**config.mk**
```make
export PLATFORM = sky130hd
export DESIGN_NAME = pd_horner_step
export DESIGN_NICKNAME = d
export VERILOG_FILES = /design/src/design/pd_eval_pkg.sv /design/src/design/pd_horner_step.sv
export SDC_FILE = /design/constraint.sdc
export NUM_CORES = 2
export LEC_CHECK = 0
export ABC_AREA = 0
export ABC_CLOCK_PERIOD_IN_PS = 41000
export BUFFER_PORTS_ARGS = -buffer_cell sky130_fd_sc_hd__buf_2
export CAP_MARGIN = 30
export CORE_UTILIZATION = 60
export DETAILED_ROUTE_END_ITERATION = 10
export PLACE_DENSITY_LB_ADDON = 0.1
export SLEW_MARGIN = 25
export SYNTH_ARGS = -nofsm -noshare
export SYNTH_HDL_FRONTEND = slang
export SYNTH_SLANG_ARGS = --single-unit
```
**constraint.sdc**
```tcl
create_clock -name clk -period 41 [get_ports clk]
set_clock_uncertainty 0.1 [all_clocks]
set_input_delay 8.2 -clock clk [delete_from_list [all_inputs] [get_ports clk]]
set_output_delay 8.2 -clock clk [all_outputs]
set_load 0.1 [all_outputs]
```
**src/design/pd_eval_pkg.sv**
```systemverilog
// shared types, constants and helper functions of the polynomial derivative evaluator
`default_nettype none
package pd_eval_pkg;

  localparam int DATA_W     = 32;
  localparam int ORD_W      = 4;
  localparam int ORD_LEVELS = 1 << ORD_W;
  localparam int CFG_IDX_W  = 3;
  localparam int FF_W       = 33;
  localparam int SAT_IN_W   = 72;
  localparam int PROD_W     = 2 * DATA_W;

  localparam logic signed [SAT_IN_W-1:0] SAT_MAX = (72'sd1 <<< (DATA_W - 1)) - 72'sd1;
  localparam logic signed [SAT_IN_W-1:0] SAT_MIN = -(72'sd1 <<< (DATA_W - 1));

  typedef logic signed [DATA_W-1:0] pd_word_t;

  // running state that travels down the pipeline with each beat
  typedef struct packed {
    pd_word_t         x;
    logic [ORD_W-1:0] ord;
    pd_word_t         r;
    logic             ovf;
  } pd_data_t;

  typedef struct packed {
    pd_word_t value;
    logic     ovf;
  } pd_sat_t;

  // clamp a wide signed value to the 32-bit range
  function automatic pd_sat_t pd_sat(input logic signed [SAT_IN_W-1:0] v);
    pd_sat_t s;
    if (v > SAT_MAX) begin
      s.value = pd_word_t'(SAT_MAX);
      s.ovf   = 1'b1;
    end else if (v < SAT_MIN) begin
      s.value = pd_word_t'(SAT_MIN);
      s.ovf   = 1'b1;
    end else begin
      s.value = pd_word_t'(v);
      s.ovf   = 1'b0;
    end
    return s;
  endfunction

  // falling factorial i(i-1)..(i-o+1), capped at 2^32 (any nonzero coefficient saturates there)
  function automatic logic [FF_W-1:0] ff_cap(input int i, input int o);
    longint acc;
    int     j;
    acc = 1;
    for (j = 0; j < o; j++) begin
      acc = acc * longint'(i - j);
      if (acc > (longint'(1) << DATA_W)) acc = longint'(1) << DATA_W;
    end
    return acc[FF_W-1:0];
  endfunction

endpackage
`default_nettype wire

```
**src/design/pd_horner_step.sv**
```systemverilog
// one horner step over two stages: multiply, then round, saturate and add
`default_nettype none
module pd_horner_step #(
  parameter int NUM_COEFFS = 8,
  parameter int FRAC_BITS  = 16,
  parameter int STEP_K     = 0
) (
  input  wire logic                   clk,
  input  wire logic                   rst,
  input  wire logic                   in_valid,
  output      logic                   in_ready,
  input  wire pd_eval_pkg::pd_data_t  in_data,
  input  wire pd_eval_pkg::pd_word_t  in_d [NUM_COEFFS],
  output      logic                   out_valid,
  input  wire logic                   out_ready,
  output      pd_eval_pkg::pd_data_t  out_data,
  output      pd_eval_pkg::pd_word_t  out_d [NUM_COEFFS]
);
  import pd_eval_pkg::*;

  localparam logic signed [PROD_W-1:0] HALF = PROD_W'(64'sd1 <<< (FRAC_BITS - 1));

  logic                     m_valid;
  logic                     m_ready;
  pd_data_t                 m_data;
  pd_word_t                 m_d [NUM_COEFFS];
  logic signed [PROD_W-1:0] m_prod;
  logic signed [PROD_W-1:0] prod;

  logic                     a_valid;
  logic                     a_ready;
  pd_data_t                 a_data;
  pd_word_t                 a_d [NUM_COEFFS];
  pd_data_t                 a_next;

  logic                     active;
  logic signed [PROD_W-1:0] rounded;
  logic signed [DATA_W:0]   sum;
  pd_sat_t                  s_mul;
  pd_sat_t                  s_add;

  // multiply stage
  assign prod    = $signed(in_data.r) * $signed(in_data.x);
  assign m_ready = !m_valid || a_ready;

  always_ff @(posedge clk) begin
    if (rst) begin
      m_valid <= 1'b0;
    end else if (m_ready) begin
      m_valid <= in_valid;
    end
  end

  always_ff @(posedge clk) begin
    if (m_ready && in_valid) begin
      m_data <= in_data;
      m_d    <= in_d;
      m_prod <= prod;
    end
  end

  // round to nearest, saturate, add the next scaled coefficient; skipped below the order
  always_comb begin
    active  = int'(m_data.ord) <= STEP_K;
    rounded = (m_prod + HALF) >>> FRAC_BITS;
    s_mul   = pd_sat(SAT_IN_W'(rounded));
    sum     = (DATA_W + 1)'($signed(s_mul.value)) + (DATA_W + 1)'($signed(m_d[STEP_K]));
    s_add   = pd_sat(SAT_IN_W'(sum));
    a_next  = m_data;
    if (active) begin
      a_next.r   = s_add.value;
      a_next.ovf = m_data.ovf | s_mul.ovf | s_add.ovf;
    end
  end

  // add stage
  assign a_ready = !a_valid || out_ready;

  always_ff @(posedge clk) begin
    if (rst) begin
      a_valid <= 1'b0;
    end else if (a_ready) begin
      a_valid <= m_valid;
    end
  end

  always_ff @(posedge clk) begin
    if (a_ready && m_valid) begin
      a_data <= a_next;
      a_d    <= m_d;
    end
  end

  assign in_ready  = m_ready;
  assign out_valid = a_valid;
  assign out_data  = a_data;
  assign out_d     = a_d;

endmodule
`default_nettype wire

```
==> metrics.txt <==
GR Util All Layers=approximately a third; achievable frequency=56.9 MHz; crit path from=out_ready; clock root buffer=clkbuf_16; period utilization=between 40% and 50%; post-CTS resize count=0; most numerous cell in the Yosys netlist=inv_1; Seq/Total Area, Yosys=35.0%; hold_buf cts=0; drt wl/cell=23.6 microns; Rows=115; Largest stage delay, worst path=between 300 and 400 ps; DIE HEIGHT=between 300 and 400 microns; # fillers=~7400; Worst Path Buf+Inv=2; crit path cell chain=buf_2 -> nor2b_1 -> nand2_1 -> buf_2; initial core utilization=60.8%; syn nets=6799; DP HPWL=around 120000 microns; Crit Path Category=input port to output pin; CP required=~33000 ps; H-tree Lvls=3; Primary FF master, synth=edfxtp_1; clock slew at reported path FFs=around 60 ps; antenna viol nets, final=0; multi-input logic area=around 34000 sq um; CP endpoint kind=output pin; area share of the largest cell type after synthesis=between 30% and 40%; DR iter-0 viols=about 3700; Worst path slowest cell=buf_2; largest cells by area after synthesis=fa_1 (36%), edfxtp_1 (35%), inv_1 (7.3%); Post-synth EDFFs=~700; hold crit path type=flop to flop; area leader, netlist=fa_1; Max Cap Viol=0; die area=about 100000 sq um; CTS tree=done; status=complete, no violations; GP Congestion=approximately 0.92; Final nets=7377; I/O pins=roughly 660; worst skew pair latency=~650 ps; first-pass GRT wire length=256000 microns; initial antenna violation count=19; Finished Layout Cells=around 7000; CTS buffer count=74; worst-path maximum fanout=4; gr ovfl total=0; Slew headroom=a little under a third; Buffers on Ports=655; Seq cells post-synth=approximately 700; Area growth, synth to finish=11.8%; Async SR Flop Fraction=0%; Remaining DRCs=0; actual slew at the worst max-slew pin=between 1000 and 1500 ps; vias per cell=5.61; Vias=~40000; post-synth design cell area=60000 sq um; Final Setup Violations=0; vias in the first global route=between 40000 and 50000; Post-Route WL=~170000 microns; Reg2Reg Launch Point=m_prod[15]; Core Region=between 90000 and 100000 sq um; setup TNS=0 ps; Post-Synthesis Cells=between 5000 and 6000; post-CTS setup buffer count=0; synth warn=0; most numerous cell on the critical path=buf_2; CTS Sinks=roughly 700; largest net degree at the start of global routing=around 170; crit-path leading delay family=simple AND/OR/NAND/NOR gates; Fin Hold WS=between 300 and 400 ps; Synth top cells by count=inv_1 (1164), fa_1 (1082), nand2_1 (808), edfxtp_1 (699), and2_1 (265); final hold vios=0; nature of the critical path startpoint=input port; sequential cell area=approximately 21000 sq um; Chip Width=~320 microns; RSZ-0062 raised after global routing=false; Netlist cell types=63; DRT Pass-1 Iters=6; CP arrival=9270 ps; CTS max path bufs=3; # placed instances=just under 7000; Tmin final=around 18000 ps; share of cells above drive strength 1=~15%; Hold Crit Start=m_d[215]; Max Slew Vio Count=0; syn avg cell area=around 12 sq um
[metrics by stage]
stage	util (%)	instance area (sq um)	setup WS, ps
6_report	68.0	67100	23430
5_1_grt	68.0	67100	23340
4_1_cts	67.9	67000	23420
3_5_place_dp	65.4	64500	23420
3_3_place_gp	65.4	64500	23410
2_1_floorplan	-	60000	17260
[metal layers]
layer,GRT usage [%],up-vias,part of all wire [%]
met4,12.9,14,4.1
met1,46.1,20300,38
met2,54.0,2160,47
met5,0,-,0.051
met3,8.43,397,11
li1,-,16900,-
[cell families after synthesis]
kind of cell             synth area share (%)
AO/OA/AOI/OAI                            3.49
XOR/XNOR                                 1.85
adder cells (fa/ha/maj)                  40.5
buffers and inverters                    8.70
flip-flops                               35.0
multiplexers                           0.0876
AND/OR/NAND/NOR                          10.3
[final cells by class]
class                      count  area share, %
multi-input combinational   3094           50.4
sequential                   701           31.3
inverter                    1164           6.51
timing repair buffer         718           5.67
clock buffer                  86           2.83
tap                         1287           2.40
clock inverter                46          0.862
antenna                        7         0.0261
[state kept, by name (all words and copies together) (netlist names)]
signal     flops
m_prod        49
m_d          256
out_d        256
a_next        36
m_data        33
m_valid        1
out_valid      1
out_data      69
[path summary, 6_finish.rpt]
check                     end  slack (ps)  depth (start not counted)
setup reg to reg  out_data[4]       33190                         21
setup / recovery     in_ready       23430                          4
hold / removal     out_d[215]         310                          0
hold reg to reg    out_d[215]         310                          0
[cells in the final DEF (no fill, tap or decap), types with 5 or more instances in the layout]
| cell | count |
|---|---|
| a211oi_1 | 7 |
| a21o_1 | 52 |
| a21oi_1 | 122 |
| a21oi_2 | 5 |
| a31oi_1 | 13 |
| and2_1 | 264 |
| and3_1 | 15 |
| and4_1 | 9 |
| buf_2 | 654 |
| buf_4 | 60 |
| bufinv_16 | 8 |
| clkbuf_1 | 12 |
| clkbuf_16 | 74 |
| clkinv_1 | 10 |
| clkinv_2 | 11 |
| clkinvlp_4 | 5 |
| diode_2 | 7 |
| edfxtp_1 | 699 |
| fa_1 | 1082 |
| ha_1 | 213 |
| inv_1 | 1164 |
| nand2_1 | 808 |
| nand2b_1 | 36 |
| nand3_1 | 33 |
| nand4_1 | 28 |
| nor2_1 | 83 |
| nor2b_1 | 11 |
| nor3_1 | 16 |
| nor4_1 | 7 |
| o211ai_1 | 7 |
| o21a_1 | 5 |
| o21ai_0 | 47 |
| o21ai_2 | 25 |
| o21bai_1 | 11 |
| xnor2_1 | 75 |
| xor2_1 | 52 |
Power is not shown: default switching activity piles up to over one toggle a cycle in this logic, so the estimate is an artifact.
