===== src/design/pd_eval_pkg.sv =====
// shared types, constants and helper functions of the polynomial derivative evaluator
`default_nettype none
package pd_eval_pkg;

  localparam int DATA_W     = 32;
  localparam int ORD_W      = 4;
  localparam int ORD_LEVELS = 1 << ORD_W;
  localparam int CFG_IDX_W  = 3;
  localparam int FF_W       = 33;
  localparam int SAT_IN_W   = 72;
  localparam int PROD_W     = 2 * DATA_W;

  localparam logic signed [SAT_IN_W-1:0] SAT_MAX = (72'sd1 <<< (DATA_W - 1)) - 72'sd1;
  localparam logic signed [SAT_IN_W-1:0] SAT_MIN = -(72'sd1 <<< (DATA_W - 1));

  typedef logic signed [DATA_W-1:0] pd_word_t;

  // running state that travels down the pipeline with each beat
  typedef struct packed {
    pd_word_t         x;
    logic [ORD_W-1:0] ord;
    pd_word_t         r;
    logic             ovf;
  } pd_data_t;

  typedef struct packed {
    pd_word_t value;
    logic     ovf;
  } pd_sat_t;

  // clamp a wide signed value to the 32-bit range
  function automatic pd_sat_t pd_sat(input logic signed [SAT_IN_W-1:0] v);
    pd_sat_t s;
    if (v > SAT_MAX) begin
      s.value = pd_word_t'(SAT_MAX);
      s.ovf   = 1'b1;
    end else if (v < SAT_MIN) begin
      s.value = pd_word_t'(SAT_MIN);
      s.ovf   = 1'b1;
    end else begin
      s.value = pd_word_t'(v);
      s.ovf   = 1'b0;
    end
    return s;
  endfunction

  // falling factorial i(i-1)..(i-o+1), capped at 2^32 (any nonzero coefficient saturates there)
  function automatic logic [FF_W-1:0] ff_cap(input int i, input int o);
    longint acc;
    int     j;
    acc = 1;
    for (j = 0; j < o; j++) begin
      acc = acc * longint'(i - j);
      if (acc > (longint'(1) << DATA_W)) acc = longint'(1) << DATA_W;
    end
    return acc[FF_W-1:0];
  endfunction

endpackage
`default_nettype wire


===== src/design/pd_scale.sv =====
// first stage: scales every coefficient by its falling factorial for the beat's order
`default_nettype none
module pd_scale #(
  parameter int NUM_COEFFS = 8
) (
  input  wire logic                           clk,
  input  wire logic                           rst,
  input  wire logic                           in_valid,
  output      logic                           in_ready,
  input  wire pd_eval_pkg::pd_word_t          x,
  input  wire logic [pd_eval_pkg::ORD_W-1:0]  ord,
  input  wire pd_eval_pkg::pd_word_t          coef [NUM_COEFFS],
  output      logic                           out_valid,
  input  wire logic                           out_ready,
  output      pd_eval_pkg::pd_data_t          out_data,
  output      pd_eval_pkg::pd_word_t          out_d [NUM_COEFFS]
);
  import pd_eval_pkg::*;

  pd_word_t               d_next [NUM_COEFFS];
  logic [NUM_COEFFS-1:0]  ovf_vec;
  logic                   valid;
  pd_data_t               data;
  pd_word_t               d [NUM_COEFFS];

  // one multiplier per coefficient against its factorial table row
  for (genvar k = 0; k < NUM_COEFFS; k++) begin : g_coef
    logic [FF_W-1:0]                ff_row [ORD_LEVELS];
    logic signed [DATA_W+FF_W:0]    prod;
    pd_sat_t                        s;

    for (genvar o = 0; o < ORD_LEVELS; o++) begin : g_ord
      localparam logic [FF_W-1:0] FF_KO = ff_cap(k, o);
      assign ff_row[o] = FF_KO;
    end

    assign prod       = coef[k] * $signed({1'b0, ff_row[ord]});
    assign s          = pd_sat(SAT_IN_W'(prod));
    assign d_next[k]  = s.value;
    assign ovf_vec[k] = s.ovf;
  end

  // stage register
  assign in_ready = !valid || out_ready;

  always_ff @(posedge clk) begin
    if (rst) begin
      valid <= 1'b0;
    end else if (in_ready) begin
      valid <= in_valid;
    end
  end

  always_ff @(posedge clk) begin
    if (in_ready && in_valid) begin
      data.x   <= x;
      data.ord <= ord;
      data.r   <= d_next[NUM_COEFFS-1];
      data.ovf <= |ovf_vec;
      d        <= d_next;
    end
  end

  assign out_valid = valid;
  assign out_data  = data;
  assign out_d     = d;

endmodule
`default_nettype wire


===== config.mk =====
export PLATFORM = sky130hd
export DESIGN_NAME = pd_scale
export DESIGN_NICKNAME = d
export VERILOG_FILES = /design/src/design/pd_eval_pkg.sv /design/src/design/pd_scale.sv
export SDC_FILE = /design/constraint.sdc
export NUM_CORES = 2
export LEC_CHECK = 0
export ABC_AREA = 1
export BUFFER_PORTS_ARGS = -buffer_cell sky130_fd_sc_hd__buf_2
export CORE_MARGIN = 8
export CORE_UTILIZATION = 60
export CTS_CLUSTER_DIAMETER = 100
export CTS_CLUSTER_SIZE = 14
export DETAILED_ROUTE_END_ITERATION = 7
export GPL_TIMING_DRIVEN = 1
export PLACE_DENSITY = 0.8
export RECOVER_POWER = 25
export SYNTH_ARGS = -nofsm -noshare
export SYNTH_HDL_FRONTEND = slang
export SYNTH_SLANG_ARGS = --single-unit

===== constraint.sdc =====
create_clock -name clk -period 53.5 [get_ports clk]
set_clock_uncertainty 0.1 [all_clocks]
set_input_delay 5.35 -clock clk [delete_from_list [all_inputs] [get_ports clk]]
set_output_delay 5.35 -clock clk [all_outputs]
set_load 0.02 [all_outputs]

==> impl_results.md <==
* Leak at roughly 47 nW
* Worst-path fanout max at 35
* Seq/Total Area, Yosys at 0.122
* Syn nets at 12200
* Post-synthesis cell count at a little under 10000
* Setup bufs post-CTS at 0
* Seq cells post-synth at a little under 300
* Post-synth top area share at 0.273
* Average vias per placed instance at 5.36
* Vias at about 63000
* Max Cap Violations at 2
* Hold Crit Class: reg2reg
* Ranking of synthesized cells by area: ha_1 (27%), fa_1 (21%), edfxtp_1 (12%)
* Ys async rst share at 0
* DR pass1 iterations at 7
* Count of final setup violators at 0
* VDD IR-drop max at approximately 28 uV
* Crit path capture: out_d[22]
* Required time worst endpoint at roughly 54 ns
* Clk buf depth at 3
* Reg2reg setup slack at 49.18 ns
* Crit path time final at about 16 ns
* Clk sink count at approximately 290
* Final HPWL DP at roughly 190000 um
* Total GRT Usage at 0.327
* Setup CP Type: in2reg
* Worst Tran Pin Value at 2.10 ns
* Post-synth EDFFs at around 290
* Die area at 132000 um^2
* CTS HTree Levels at 1
* CP max stage delay at 1.57 ns
* Die width at between 300 and 400 um
* Core area at 120000 um^2
* Crit path from: ord[1]
* Root Buffer: clkbuf_16
* First-pass GRT wire length at ~340000 um
* Post-route worst setup slack at between 30 and 40 ns
* Area occupied by multi-input gates at 54000 um^2
* Clk slew on worst S/H paths at around 0.070 ns
* Reg2reg start: out_valid
* Share of post-route cells with drive strength above 1 at 0.0586
* Violated checks: capacitance limit, slew limit
* Ys Warns at 0
* Largest net degree at the start of global routing at 78
* Nets at 12800
* GRT Residual Overflow at 0
* Yosys cell types at 56
* CTS Buf Count at 30
* WL/cell at around 19 um
* Row Count at 127
* Outcome: complete, but fails checks
* Period utilisation layout at 0.298
* Critical Path Sink Type: register
* Initial antenna violation count at 29
* Power Density at 21.1 nW/um^2
* Post-synthesis instance area at a little over 70000 um^2
* Post-route ant nets at 0
* Buffers on Ports at between 600 and 700
* Clk_lat worst skew at ~0.65 ns
* DIE HEIGHT at ~360 um
* Final Power at around 0.0016 W
* Worst-case reg-to-reg path depth at 3
* Most area-hungry cell type in the Yosys netlist: ha_1
* DRC Markers at 0
* Arrival @ worst endpoint at ~16 ns
* Pre-CTS setup slack at roughly 37 ns
* Final Hold Viols at 0
* Fillers at ~11000
* Area delta synth->final at 7.49%
* Critical R2R Capture: out_d[19]
* Seq. cell area at a little under 9000 um^2
* Setup tns final at 0 ns
* Starting Density at 0.605
* Max Slew Vio Count at 60
* Crit path launch type: input port
* Gpl congestion at 1.00
* Post-CTS Resized at 0
* # hold bufs at CTS at 0
* CTS tree: yes
* Number of global-route vias before repair at 64400
* Number of DRC markers in iteration 0 at a little under 5000
* CP max-delay cell: clkbuf_1
* Drt total wl at between 200000 and 250000 um
* Fmax at around 63 MHz
* RSZ-0062 raised after global routing: no
* Slew headroom at -0.403
* Ys flop type: edfxtp_1
* Most used cell, CP: fa_1
* Io pins at about 620
* Mean Syn Cell Area at ~7.5 um^2
[sequential cells by signal (all words and copies together), names as in the netlist]
signal	cells
out_valid	1
out_d	256
out_data	37
[cell type report]
cell class,count,area share
flip-flops and latches,294,0.113
clock inverters,12,0.00249
diodes,19,0.000610
multi-input cells,6819,0.693
well taps,1612,0.0259
clock buffers,40,0.0101
inverters,2343,0.113
repair buffers,664,0.0412
[layout by cell type (no fill, tap or decap), types with 11 or more instances in the layout]
cell,count
a21oi_1,255
xnor2_1,59
nor3_1,39
nand3b_1,28
fa_1,744
o21bai_1,35
nand2_1,1959
ha_1,1583
o21ai_0,192
diode_2,19
a31oi_1,21
nor2_1,1415
nand3_1,215
xor2_1,69
edfxtp_1,293
clkbuf_16,30
clkinv_1,16
buf_4,41
buf_2,453
inv_1,2319
a21o_1,11
clkbuf_1,180
nand2_2,18
nand4_1,80
o21ai_1,12
[where the power goes]
group | leakage, nW | switching [W] | internal (W) | total, W
registers | 2.83 | 0.00000874 | 0.000281 | 0.000290
clock network | 0.468 | 0.000105 | 0.000116 | 0.000221
logic | 43.2 | 0.000750 | 0.000382 | 0.00113
total | 46.5 | 0.000865 | 0.000779 | 0.00164
[per-stage QoR]
step	utilization	hold slack [ns]	std cells	area, um^2
3_3_place_gp	0.644	0.415	11700	77100
4_1_cts	0.652	0.458	11800	78100
3_5_place_dp	0.644	0.449	11700	77100
6_report	0.650	0.423	11800	77900
5_1_grt	0.650	0.434	11800	77900
2_1_floorplan	-	0.605	9623	72500
[critical path, delay by kind of cell]
kind,cells,cell delay [ns]
buffers and inverters,7,2.45
XOR/XNOR,1,0.24
AO/OA/AOI/OAI,5,1.24
adder cells (fa/ha/maj),10,4.57
AND/OR/NAND/NOR,8,2.32
[worst min-delay path by stage]
| stage | start | end | slack (ns) | cells after the start |
|---|---|---|---|---|
| floorplan | out_valid | out_valid | 0.61 | 2 |
| global placement | out_valid | out_valid | 0.41 | 2 |
| detailed placement | out_valid | out_valid | 0.45 | 2 |
| CTS | out_valid | out_valid | 0.46 | 2 |
| global route | out_valid | out_valid | 0.43 | 2 |
| finish | out_valid | out_valid | 0.42 | 2 |
[Yosys cell counts, drive strengths merged (5+ instances only)]
cell	n
buf	76
xor2	69
nor4	7
a21o	12
a21boi	8
edfxtp	293
and3	6
nor3	43
nand3b	28
xnor2	59
nand2	1978
a21oi	263
nand3	221
or2	5
and2	8
clkbuf	91
inv	2327
nor2	1421
fa	744
ha	1583
nand4	80
o21bai	36
a31oi	21
o21a	7
o21ai	207
clkinv	16
[logic make-up after synthesis]
logic type / Yosys count / share of synthesized area
xor gates and xnor gates: 128 / 0.0155
DFF: 294 / 0.122
and+or+nand+nor: 3800 / 0.208
buffers and inverters: 2510 / 0.133
adders and majority gates: 2327 / 0.479
AOI/OAI and AO/OA: 564 / 0.0427
[routing by layer]
metal,up-vias,share of wire,track usage
li1,30500,-,-
met1,29800,0.40,0.410
met2,2505,0.47,0.553
met3,519,0.083,0.0619
met4,10,0.048,0.133
met5,-,0.00031,0
No activity file was read; power rests on OpenSTA's default activity.
